==> src/rtl/gti_pkg.sv <==
package gti_pkg;

  // Table geometry and number format
  localparam int TableDepth = 4096;
  localparam int AddrW      = $clog2(TableDepth);
  localparam int FracBits   = 16;
  localparam int CountW     = 13;
  localparam int FloorW     = 64 - 2 * FracBits;

  // Configuration register indexes
  typedef enum logic [2:0] {
    CFG_DIMS_MODE  = 3'd0,
    CFG_COUNT_X    = 3'd1,
    CFG_COUNT_Y    = 3'd2,
    CFG_COUNT_Z    = 3'd3,
    CFG_INV_STEP_X = 3'd4,
    CFG_INV_STEP_Y = 3'd5,
    CFG_INV_STEP_Z = 3'd6
  } cfg_idx_e;

  // Per-axis cell selection
  typedef struct packed {
    logic [CountW-1:0] idx;
    logic signed [31:0] weight;
    logic              step;
    logic              clamp;
  } axis_t;

endpackage

==> src/rtl/gti_lerp.sv <==
module gti_lerp (
  input  logic               clk_i,
  input  logic               en_i,
  input  logic signed [31:0] lo_i,
  input  logic signed [31:0] hi_i,
  input  logic signed [31:0] w_i,
  output logic signed [31:0] r_o
);
  import gti_pkg::*;

  logic signed [32:0] diff;
  logic signed [64:0] prod;
  logic signed [63:0] p_q, p_d;
  logic signed [31:0] lo_q;
  logic signed [63:0] sum;
  logic signed [31:0] r_q, r_d;

  always_comb begin
    diff = $signed({hi_i[31], hi_i}) - $signed({lo_i[31], lo_i});
    prod = 65'(diff) * 65'(w_i);
    p_d  = prod[63:0];
    sum  = (p_q >>> FracBits) + 64'(lo_q);
    if (sum > 64'sd2147483647) begin
      r_d = 32'sh7FFFFFFF;
    end else if (sum < -64'sd2147483648) begin
      r_d = 32'sh80000000;
    end else begin
      r_d = sum[31:0];
    end
  end

  // multiply, then shift, add and saturate
  always_ff @(posedge clk_i) begin
    if (en_i) begin
      p_q  <= p_d;
      lo_q <= lo_i;
      r_q  <= r_d;
    end
  end

  assign r_o = r_q;

endmodule

==> config.mk <==
export PLATFORM = sky130hd
export DESIGN_NAME = gti_lerp
export DESIGN_NICKNAME = d
export VERILOG_FILES = /design/src/rtl/gti_pkg.sv /design/src/rtl/gti_lerp.sv
export SDC_FILE = /design/constraint.sdc
export NUM_CORES = 2
export LEC_CHECK = 0
export BUFFER_PORTS_ARGS = -buffer_cell sky130_fd_sc_hd__buf_2
export CORE_MARGIN = 1
export CORE_UTILIZATION = 55
export DETAILED_ROUTE_END_ITERATION = 6
export PLACE_DENSITY = 0.72
export RECOVER_POWER = 25
export SLEW_MARGIN = 25
export SYNTH_ARGS = -nofsm -noshare
export SYNTH_HDL_FRONTEND = slang
export SYNTH_SLANG_ARGS = --single-unit
==> constraint.sdc <==
create_clock -name clk_i -period 13.32 [get_ports clk_i]
set_clock_uncertainty 0.05 [all_clocks]
set_input_delay 1.998 -clock clk_i [delete_from_list [all_inputs] [get_ports clk_i]]
set_output_delay 1.998 -clock clk_i [all_outputs]
set_load 0.05 [all_outputs]
After elaboration in Yosys (flattened, before gate mapping)
Index checks and enable logic that the tools add are counted.
W data, S select, Z words.
- bits of input ports: 98
- register bits after elaboration: 128
- logic and storage cells: 9
- output and inout bits: 32
- multiplexer cells: 1
- multiply operators: 1
- $add $sub $neg: 2
- magnitude comparators: 2
- operator list (kind ; number):
    $mul A33 B32 Y64 ; 1
    $add A48 B32 Y49 ; 1
    $gt A49 B32 Y1 const B ; 1
    $lt A49 B32 Y1 const B ; 1
    $sub A32 B32 Y33 ; 1
    $mux W32 ; 1

Logic depth before layout (Yosys ltp)
- depth in word-level cells: 3
- mapped depth: 43

Least setup slack after synthesis
Ideal clock, no wire load.
- path kind: in2reg
- from: input lo_i[7]
- to: register p_q[63] (data pin)
- stages: 35
- path buffers: 2
- data arrival time: 11.883 ns
- setup slack: 1.127 ns
- setup time: 0.260 ns
- cells stage by stage: inv_1 ha_1 a2111oi_0 nand2_1 a211o_1 nand3_1 a21oi_1 o311ai_0 nand3_1 a21oi_1 clkbuf_1 clkbuf_1 nand2_1 fa_1 inv_1 fa_1 fa_1 inv_1 fa_1 inv_1 fa_1 fa_1 fa_1 fa_1 ha_1 a21o_1 a21o_1 a21o_1 a211o_1 a21o_1 nor3_1 nand2_1 a31o_2 a21oi_1 xnor2_1
- word-level cells in the longest chain between the ends: 2
- ends and longest elaborated chain (what ; line ; text):
    start, declared ; gti_lerp.sv:4 ; input logic signed [31:0] lo_i,
    $sub A32 B32 Y33 ; gti_lerp.sv:19 ; diff = $signed({hi_i[31], hi_i}) - $signed({lo_i[31], lo_i});
    $mul A33 B32 Y64 ; gti_lerp.sv:20 ; prod = 65'(diff) * 65'(w_i);
    via prod[63] ; gti_lerp.sv:12 ; logic signed [64:0] prod;
    end signal, assigned ; gti_lerp.sv:35 ; p_q <= p_d;
    end, declared ; gti_lerp.sv:13 ; logic signed [63:0] p_q, p_d;
The timed path passes the listed nets, and every way through them passes these cells.
A chain may end at the register's enable or synchronous reset.

Worst setup path in the final report
- from: input lo_i[1]
- to: register p_q[57] (data pin)
Same word-level chain as after synthesis.

==> run summary <==
outcome - finished with violations
failing checks - capacitance limit, slew limit
Final GP Congestion - 0.943
HP Class - reg2reg
DRT Wirelength - 122000 um
Slowest-stage cell, CP - o41ai_1
WP data arrival - 12740 ps
post-synthesis sequential area ratio - 7.25%
Global Route Usage Sum - 29.6%
Post-CTS Resized - 0
WHS Path Cells - 3
MaxCap Viol Count - 1
max_slew headroom - -116%
RSZ-0062 raised after global routing - no
critical path required time - 13400 ps
xor/xnor share of the synthesized area - 2.30%
setup TNS - 0 ps
post-synthesis net count - 6534
number of synthesis warnings - 0
CTS tree - done
fmax - 0.0790 GHz
Port Buffers - 129
detail-routed via count per cell - 5.69
global route overflow - 0
Post-synth top cells - inv_1, fa_1, nand2_1
endpoints failing setup - 0
Worst-path clk slew - 80 ps
TritonCTS Sinks - 112
mux contribution to synthesized area - 0.0539%
total count of max-transition violations in the final report - 61
Synth Area in Adders - 54.7%
largest net degree at the start of global routing - 61
Initial DRC Count - 2503
drt drc - 0
Post-Synth Simple-Gate Area - 15.8%
clk_lat worst skew - 370 ps
Hold WS - 688 ps
global-route wire length before repair - 197000 um
Post-Syn Instances - 5072
Setup Fix Bufs, Post-CTS - 0
largest family of logic cells by synthesized area - adder cells
final-report hold violation count - 0
Synth Cell Area - 0.0464 mm^2
Core Box Area - 0.0836 mm^2
distinct cell type count after synthesis - 94
Die H - 292 um
share of cells above drive strength 1 - 5.65%
via count - 34.6k
DIE AREA - 0.0855 mm^2
critical path capture point type - flop
Pre-Repair DR Iteration Count - 5
mean post-synth cell area - 9.15 um^2
cell mode on critical path - fa_1
final cycle utilization of the critical path - 95.0%
Synth top area share - 47.6%
CP Class - in2reg
Synth Register Bits - 112
Worst setup SP type - primary input
Detail Route Antenna Nets - 0
Async S/R FF share, synth - 0%
Die Span X - 292 um
fin worst setup slack - 662 ps
most frequent cell after synthesis - inv_1
FF-to-FF setup slack - 8280 ps
Hold-fix buffers, CTS - 0
fin area - 0.0483 mm^2
boundary pin count - 130
CTS buffer count - 9
CP max FO - 21
initial antenna violation count - 3
NumNets Final - 6462
Root Driver - clkbuf_16
Synth area leader - fa_1
vias in the first global route - 36.7k
largest cells by area after synthesis - fa_1, inv_1, edfxtp_1, ha_1, and2_1
Place WS - 415 ps
Worst Tran Pin Value - 3240 ps
Reg2Reg Depth - 12
floorplan row count - 106
Slowest Stage Delay on Critical Path - 690 ps
Synth Area in Compound Gates - 8.12%
Final min period - 12660 ps
HPWL after DPL - 100000 um
Post-synth EDFFs - 112
Cell Area, Placed - 0.0480 mm^2
H-tree depth - 3
initial core utilization - 55.5%
clock buffer depth - 2
Area Growth Syn to Fin - 4.15%
Routed WL per cell - 20.1 um
Primary FF master, synth - edfxtp_1
placed cells by master, fill, tap and decap left out, types with 64 or more instances in the layout:
cell,n
ha_1,259
nor2b_1,64
a21oi_1,140
fa_1,1104
edfxtp_1,112
inv_1,1152
and2_1,404
buf_4,74
buf_2,101
nand2_1,672
nor2_1,107
layout make-up:
cell class                 count  area (um^2)
clock inverter                 7         72.6
timing repair buffer         203         1170
antenna                        3         7.51
clock buffer                   9          225
fill                        7348        35200
sequential                   112         3360
multi-input combinational   3519        37800
tap                         1080         1350
inverter                    1155         4340
path summary, 6_finish.rpt:
check            from      end
min reg2reg   p_q[16]   r_o[0]
min           p_q[16]   r_o[0]
max reg2reg  lo_q[31]  r_o[30]
max           lo_i[1]  p_q[57]
kinds of logic after synthesis:
group / Yosys count
simple gates: 1480
xor+xnor: 122
buf+inv: 1441
flops: 112
fa+ha+maj: 1364
compound gates: 551
mux: 2
critical path, delay by kind of cell:
family          cells  cell delay (ps)
simple gates        3              730
xor+xnor            2              450
fa+ha+maj          10             4650
buf+inv             8              590
compound gates     17             4320
flip-flops by register name (all words and copies together), names as in the netlist:
signal	count
p_q	48
r_o	32
lo_q	32
metrics by stage:
stage	instances	util, %
floorplan	5072	-
global placement	6069	57.5
detailed placement	6069	57.5
CTS	6085	57.9
global route	6088	57.8
finish	6088	57.8
metal layers:
layer  part of all wire (%)  routed length [um]  GRT usage [%]
met2                     51               62200           51.7
met3                    6.3                7670           3.27
met1                     39               47700           38.0
met5                      0                   0              0
met4                    3.8                4670           10.5
Power is left out: the tool's default activity adds up to more than one toggle a clock period on the data nets, which glitch-free logic cannot reach.
