### src/rtl/gti_pkg.sv
package gti_pkg;

  // Table geometry and number format
  localparam int TableDepth = 4096;
  localparam int AddrW      = $clog2(TableDepth);
  localparam int FracBits   = 16;
  localparam int CountW     = 13;
  localparam int FloorW     = 64 - 2 * FracBits;

  // Configuration register indexes
  typedef enum logic [2:0] {
    CFG_DIMS_MODE  = 3'd0,
    CFG_COUNT_X    = 3'd1,
    CFG_COUNT_Y    = 3'd2,
    CFG_COUNT_Z    = 3'd3,
    CFG_INV_STEP_X = 3'd4,
    CFG_INV_STEP_Y = 3'd5,
    CFG_INV_STEP_Z = 3'd6
  } cfg_idx_e;

  // Per-axis cell selection
  typedef struct packed {
    logic [CountW-1:0] idx;
    logic signed [31:0] weight;
    logic              step;
    logic              clamp;
  } axis_t;

endpackage

### src/rtl/gti_axis.sv
module gti_axis (
  input  logic signed [63:0]         t_i,
  input  logic [gti_pkg::CountW-1:0] count_i,
  input  logic                       used_i,
  output gti_pkg::axis_t             axis_o
);
  import gti_pkg::*;

  logic [CountW-1:0]  last;
  logic [FloorW-1:0]  fl;
  logic               neg;
  logic               big;
  logic [CountW-1:0]  idx;
  logic signed [63:0] ws;

  always_comb begin
    last = (count_i == '0) ? '0 : count_i - CountW'(1);
    neg  = t_i[63];
    fl   = t_i[63:2*FracBits];
    big  = !neg && (fl > FloorW'(last));
    idx  = neg ? '0 : (big ? last : fl[CountW-1:0]);
    ws   = t_i >>> FracBits;
    axis_o = '0;
    if (used_i) begin
      axis_o.idx   = idx;
      axis_o.clamp = neg || big;
      if (idx == last) begin
        axis_o.weight = '0;
        axis_o.step   = 1'b0;
      end else if (neg) begin
        axis_o.weight = (ws < -64'sd2147483648) ? 32'sh80000000 : ws[31:0];
        axis_o.step   = 1'b1;
      end else begin
        axis_o.weight = $signed({{(32-FracBits){1'b0}}, t_i[2*FracBits-1:FracBits]});
        axis_o.step   = 1'b1;
      end
    end
  end

endmodule

### config.mk
export PLATFORM = sky130hd
export DESIGN_NAME = gti_axis
export DESIGN_NICKNAME = d
export VERILOG_FILES = /design/src/rtl/gti_pkg.sv /design/src/rtl/gti_axis.sv
export SDC_FILE = /design/constraint.sdc
export NUM_CORES = 1
export LEC_CHECK = 0
export BUFFER_PORTS_ARGS = -buffer_cell sky130_fd_sc_hd__buf_2
export CAP_MARGIN = 20
export CORE_ASPECT_RATIO = 0.7
export CORE_UTILIZATION = 48
export DETAILED_ROUTE_END_ITERATION = 6
export PLACE_DENSITY_LB_ADDON = 0.15
export SETUP_SLACK_MARGIN = 0.15
export SLEW_MARGIN = 20
export SYNTH_ARGS = -nofsm -noshare
export SYNTH_HDL_FRONTEND = slang
export SYNTH_SLANG_ARGS = --single-unit
export TNS_END_PERCENT = 30
### constraint.sdc
create_clock -name vclk -period 12.05
set_clock_uncertainty 0.15 [all_clocks]
set_input_delay 1.205 -clock vclk [all_inputs]
set_output_delay 1.205 -clock vclk [all_outputs]
set_load 0.005 [all_outputs]
== Yosys cells after proc, flatten, opt, wreduce, memory -nomap -nowiden ==
Index checks and enable logic that the tools add are counted.

* Register bits after elaboration: 0
* Bits in latches: 0
* Bits in writable memories: 0
* ROM bits: 0
* Output and inout bits: 47
* Word-level logic and storage cells: 15
* Memories: 0

* Add/sub/neg operators: 1
* Multiply operators: 0
* Div/mod/pow operators: 0
* Magnitude comparators: 2
* Eq/ne operators: 1
* Shift operators: 0
* Mux-type cells: 7
* Bitwise operators: 0
* Reduce and logical (&&, ||, !) cells: 4

{| class="wikitable"
|+ Operators by type and width
! kind !! number
|-
| $mux W33 || 2
|-
| $lt A48 B32 Y1 const B || 1
|-
| $mux W47 || 1
|-
| $mux W13 || 3
|-
| $gt A32 B13 Y1 || 1
|-
| $mux W32 || 1
|-
| $eq A13 B13 Y1 || 1
|-
| $logic_not A13 Y1 || 1
|-
| $sub A13 B1 Y13 const B || 1
|-
| $logic_and A1 B1 Y1 || 1
|-
| $logic_not A1 Y1 || 1
|-
| $logic_or A1 B1 Y1 || 1
|}

== Longest topological paths before layout ==
* Word-level depth: 9
* Depth in mapped cells: 16

== Least setup slack after synthesis ==
No wires, ideal clock.

* Path kind: input to output
* Start: input port count_i[0] (netlist name)
* End: output port axis_o[10] (netlist name)
* Arrival: 5.039 ns
* Required time: 10.695 ns
* Path slack: 5.656 ns
* Stages on the path: 15
* Buffers on the path: 2
* Cells stage by stage: clkbuf_1 inv_1 ha_1 nor3b_1 nand4b_1 o31ai_1 ha_1 nand3_1 nor3_1 a2111oi_0 o221ai_2 or3_1 o31ai_4 buf_6 a21oi_2

{| class="wikitable"
|+ RTL lines
! element !! RTL line !! RTL
|-
| start, declared || gti_axis.sv:3 || <nowiki>input logic [gti_pkg::CountW-1:0] count_i,</nowiki>
|-
| end, declared || gti_axis.sv:5 || <nowiki>output gti_pkg::axis_t axis_o</nowiki>
|}

==> impl_metrics.py <==
metrics = {
    "drt": {
        "routed_wl_mm": 5.200,
        "first_pass_iters": 4,
        "drc": 0,
        "wire_per_inst_um": 12.71,
        "vias": 2315,
        "drt_iter0_markers": 144,
        "routed_via_density": 5.660,
        "drtAntennaViolNets": 0,
    },
    "logic_synthesis": {
        "synth_fa_ha_area_share_pct": 9.749,
        "synth_nets": 357,
        "synth_top_area_share_pct": 14.14,
        "synthCells": 265,
        "ys_warn_count": 0,
        "synthXorXnorAreaFrac_pct": 4.387,
        "ys_types": 51,
        "synth-compound-area-share_pct": 31.75,
        "synth.largest_area_cell": "a21oi_2",
        "syn_avg_cell_area_um2": 6.780,
        "synth_top_family_by_area": "simple AND/OR/NAND/NOR gates",
        "synth_area_um2": 1797,
        "yosys-top-cells-area": "a21oi_2 14%, ha_1 9.7%, mux2i_1 8.9%",
        "synthMuxAreaShare_pct": 8.914,
        "synthSimpleGateAreaFrac_pct": 38.23,
        "synth_seq_area_share_pct": 0,
    },
    "placed_design": {
        "hpwl_mm": 4.224,
        "dp_cells": 409,
        "numPortBuffers": 109,
        "gp_congestion": 0.8290,
    },
    "cts": {
        "cts.repair.resized": 0,
        "postCtsSetupRepairBufs": 0,
        "cts-hold-fix-buffers": 0,
    },
    "floorplanning": {
        "design.die.area_um2": 3996,
        "core_area_um2": 3558,
        "die_h_um": 53.19,
        "num_io_pins": 125,
        "start_util_pct": 50.49,
        "num_rows": 18,
        "die_width_um": 75.13,
    },
    "layout": {
        "diodes": 0,
        "syn2layout_area_growth_pct": 32.03,
        "drive_above_1_share_pct": 43.18,
        "seq_cell_count": 0,
        "nClkBuffers": 0,
        "regArea_um2": 0,
        "instances_no_fill": 409,
        "fin_nets": 453,
        "final_cell_mix": "109 x buf_2, 29 x a21oi_2, 25 x nand2_1",
        "final_common_cell": "buf_2",
    },
    "power_and_ir_drop": {
        "power.leakage_nw": 1.114,
        "p_per_area_nw_per_um2": 27.95,
        "vdd_drop_max_v": 0.00001249,
    },
    "critical_path": {
        "worst_setup_path_end_kind": "output pin",
        "critPathKind": "primary input to output pin",
        "worst-path-max-fanout": 12,
        "critPathLaunchType": "primary input",
        "crit_arrival_ps": 6300,
        "required_ps": 10690,
    },
    "sta": {
        "hold_viol_final": 0,
        "rsz0062_at_grt": "false",
        "tightest_slew_ps": 823.7,
        "fin_setup_tns_ps": 0,
        "setup_violations": 0,
        "clock.fmax_ghz": 0.1307,
        "maxSlewViolCount": 0,
        "finalCritPeriodShare_pct": 63.50,
        "maxSlewHeadroom_pct": 44.95,
        "finalCriticalPeriod_ps": 7652,
    },
    "grt": {
        "grt_usage_pct": 24.52,
        "grt_first_pass_wirelength_mm": 7.762,
        "grt_pass1_vias": 1669,
        "grt_antenna_before_repair": 0,
        "grt_max_degree": 35,
        "overflow": 0,
    },
    "min_path": {
        "hold_path_class": "primary input to output pin",
    },
    "job": {
        "maxCapViolations": 0,
    },
    "outcome": {
        "outcome": "finished, final reports clean",
    },
}
-- cell type report --
type               instances  area, um2
well taps                 50      62.56
repair buffers           114      598.1
inverters                  6      22.52
multi-input cells        239       1689
fillers                  346       1186
-- cells by family (layout without fill, tap and decap cells) --
| kind of cell | after synthesis | after routing |
|---|---|---|
| AND/OR/NAND/NOR | 128 | 128 |
| AO/OA/AOI/OAI | 72 | 72 |
| buffers and inverters | 26 | 120 |
| multiplexers | 16 | 16 |
| adder cells (fa/ha/maj) | 14 | 14 |
| XOR/XNOR | 9 | 9 |
-- power breakdown --
part / switching, mW / internal [mW]
registers: 0 / 0
clock network: 0 / 0
logic: 0.0374 / 0.0289
-- metal layers --
layer / global-route usage (%) / up-vias / routed length [um]
li1: - / 1181 / -
met2: 37.24 / 92 / 2282
met3: 1.714 / 2 / 393
met4: 0.9434 / 0 / 10
met1: 38.61 / 1040 / 2513
met5: 0 / - / 0
-- critical path: stages --
cell and delay, ps:
buf_2 150, inv_1 90, ha_1 220, nor3b_1 660, nand4b_1 260, o31ai_1 600
ha_1 370, nand3_1 120, nor3_1 70, a2111oi_0 530, o221ai_2 190, a2111oi_1 750
a2bb2oi_4 440, buf_8 230, buf_8 180, a21oi_2 70, buf_2 150
-- worst paths after layout --
check	slack, ps	cells past startpoint	startpoint	to
max	4400	17	count_i[0]	axis_o[23]
min	2550	4	t_i[17]	axis_o[3]
-- synth_stat cells, types with 5 or more instances --
cell      count
nor4_1        8
inv_1         6
nor2b_1      13
a21oi_2      29
clkbuf_1     13
ha_1         14
a21oi_1      14
nand4_1       6
or3_1         5
nand3_1      20
nor2_1       18
nor3_1       11
mux2i_1      16
xnor2_1       5
nand2_1      25
-- per-stage QoR --
stage	area [um2]	utilization [%]	setup slack (ps)	hold slack, ps	power, mW
2_1_floorplan	1797	-	5656	2334	0.03976
3_5_place_dp	2372	66.67	4514	2549	0.06570
3_3_place_gp	2342	65.82	4338	2541	0.06354
6_report	2372	66.67	4398	2548	0.06630
5_1_grt	2372	66.67	4031	2567	0.07420
4_1_cts	2372	66.67	4502	2550	0.06597
Power figures use the tool's default switching activity.
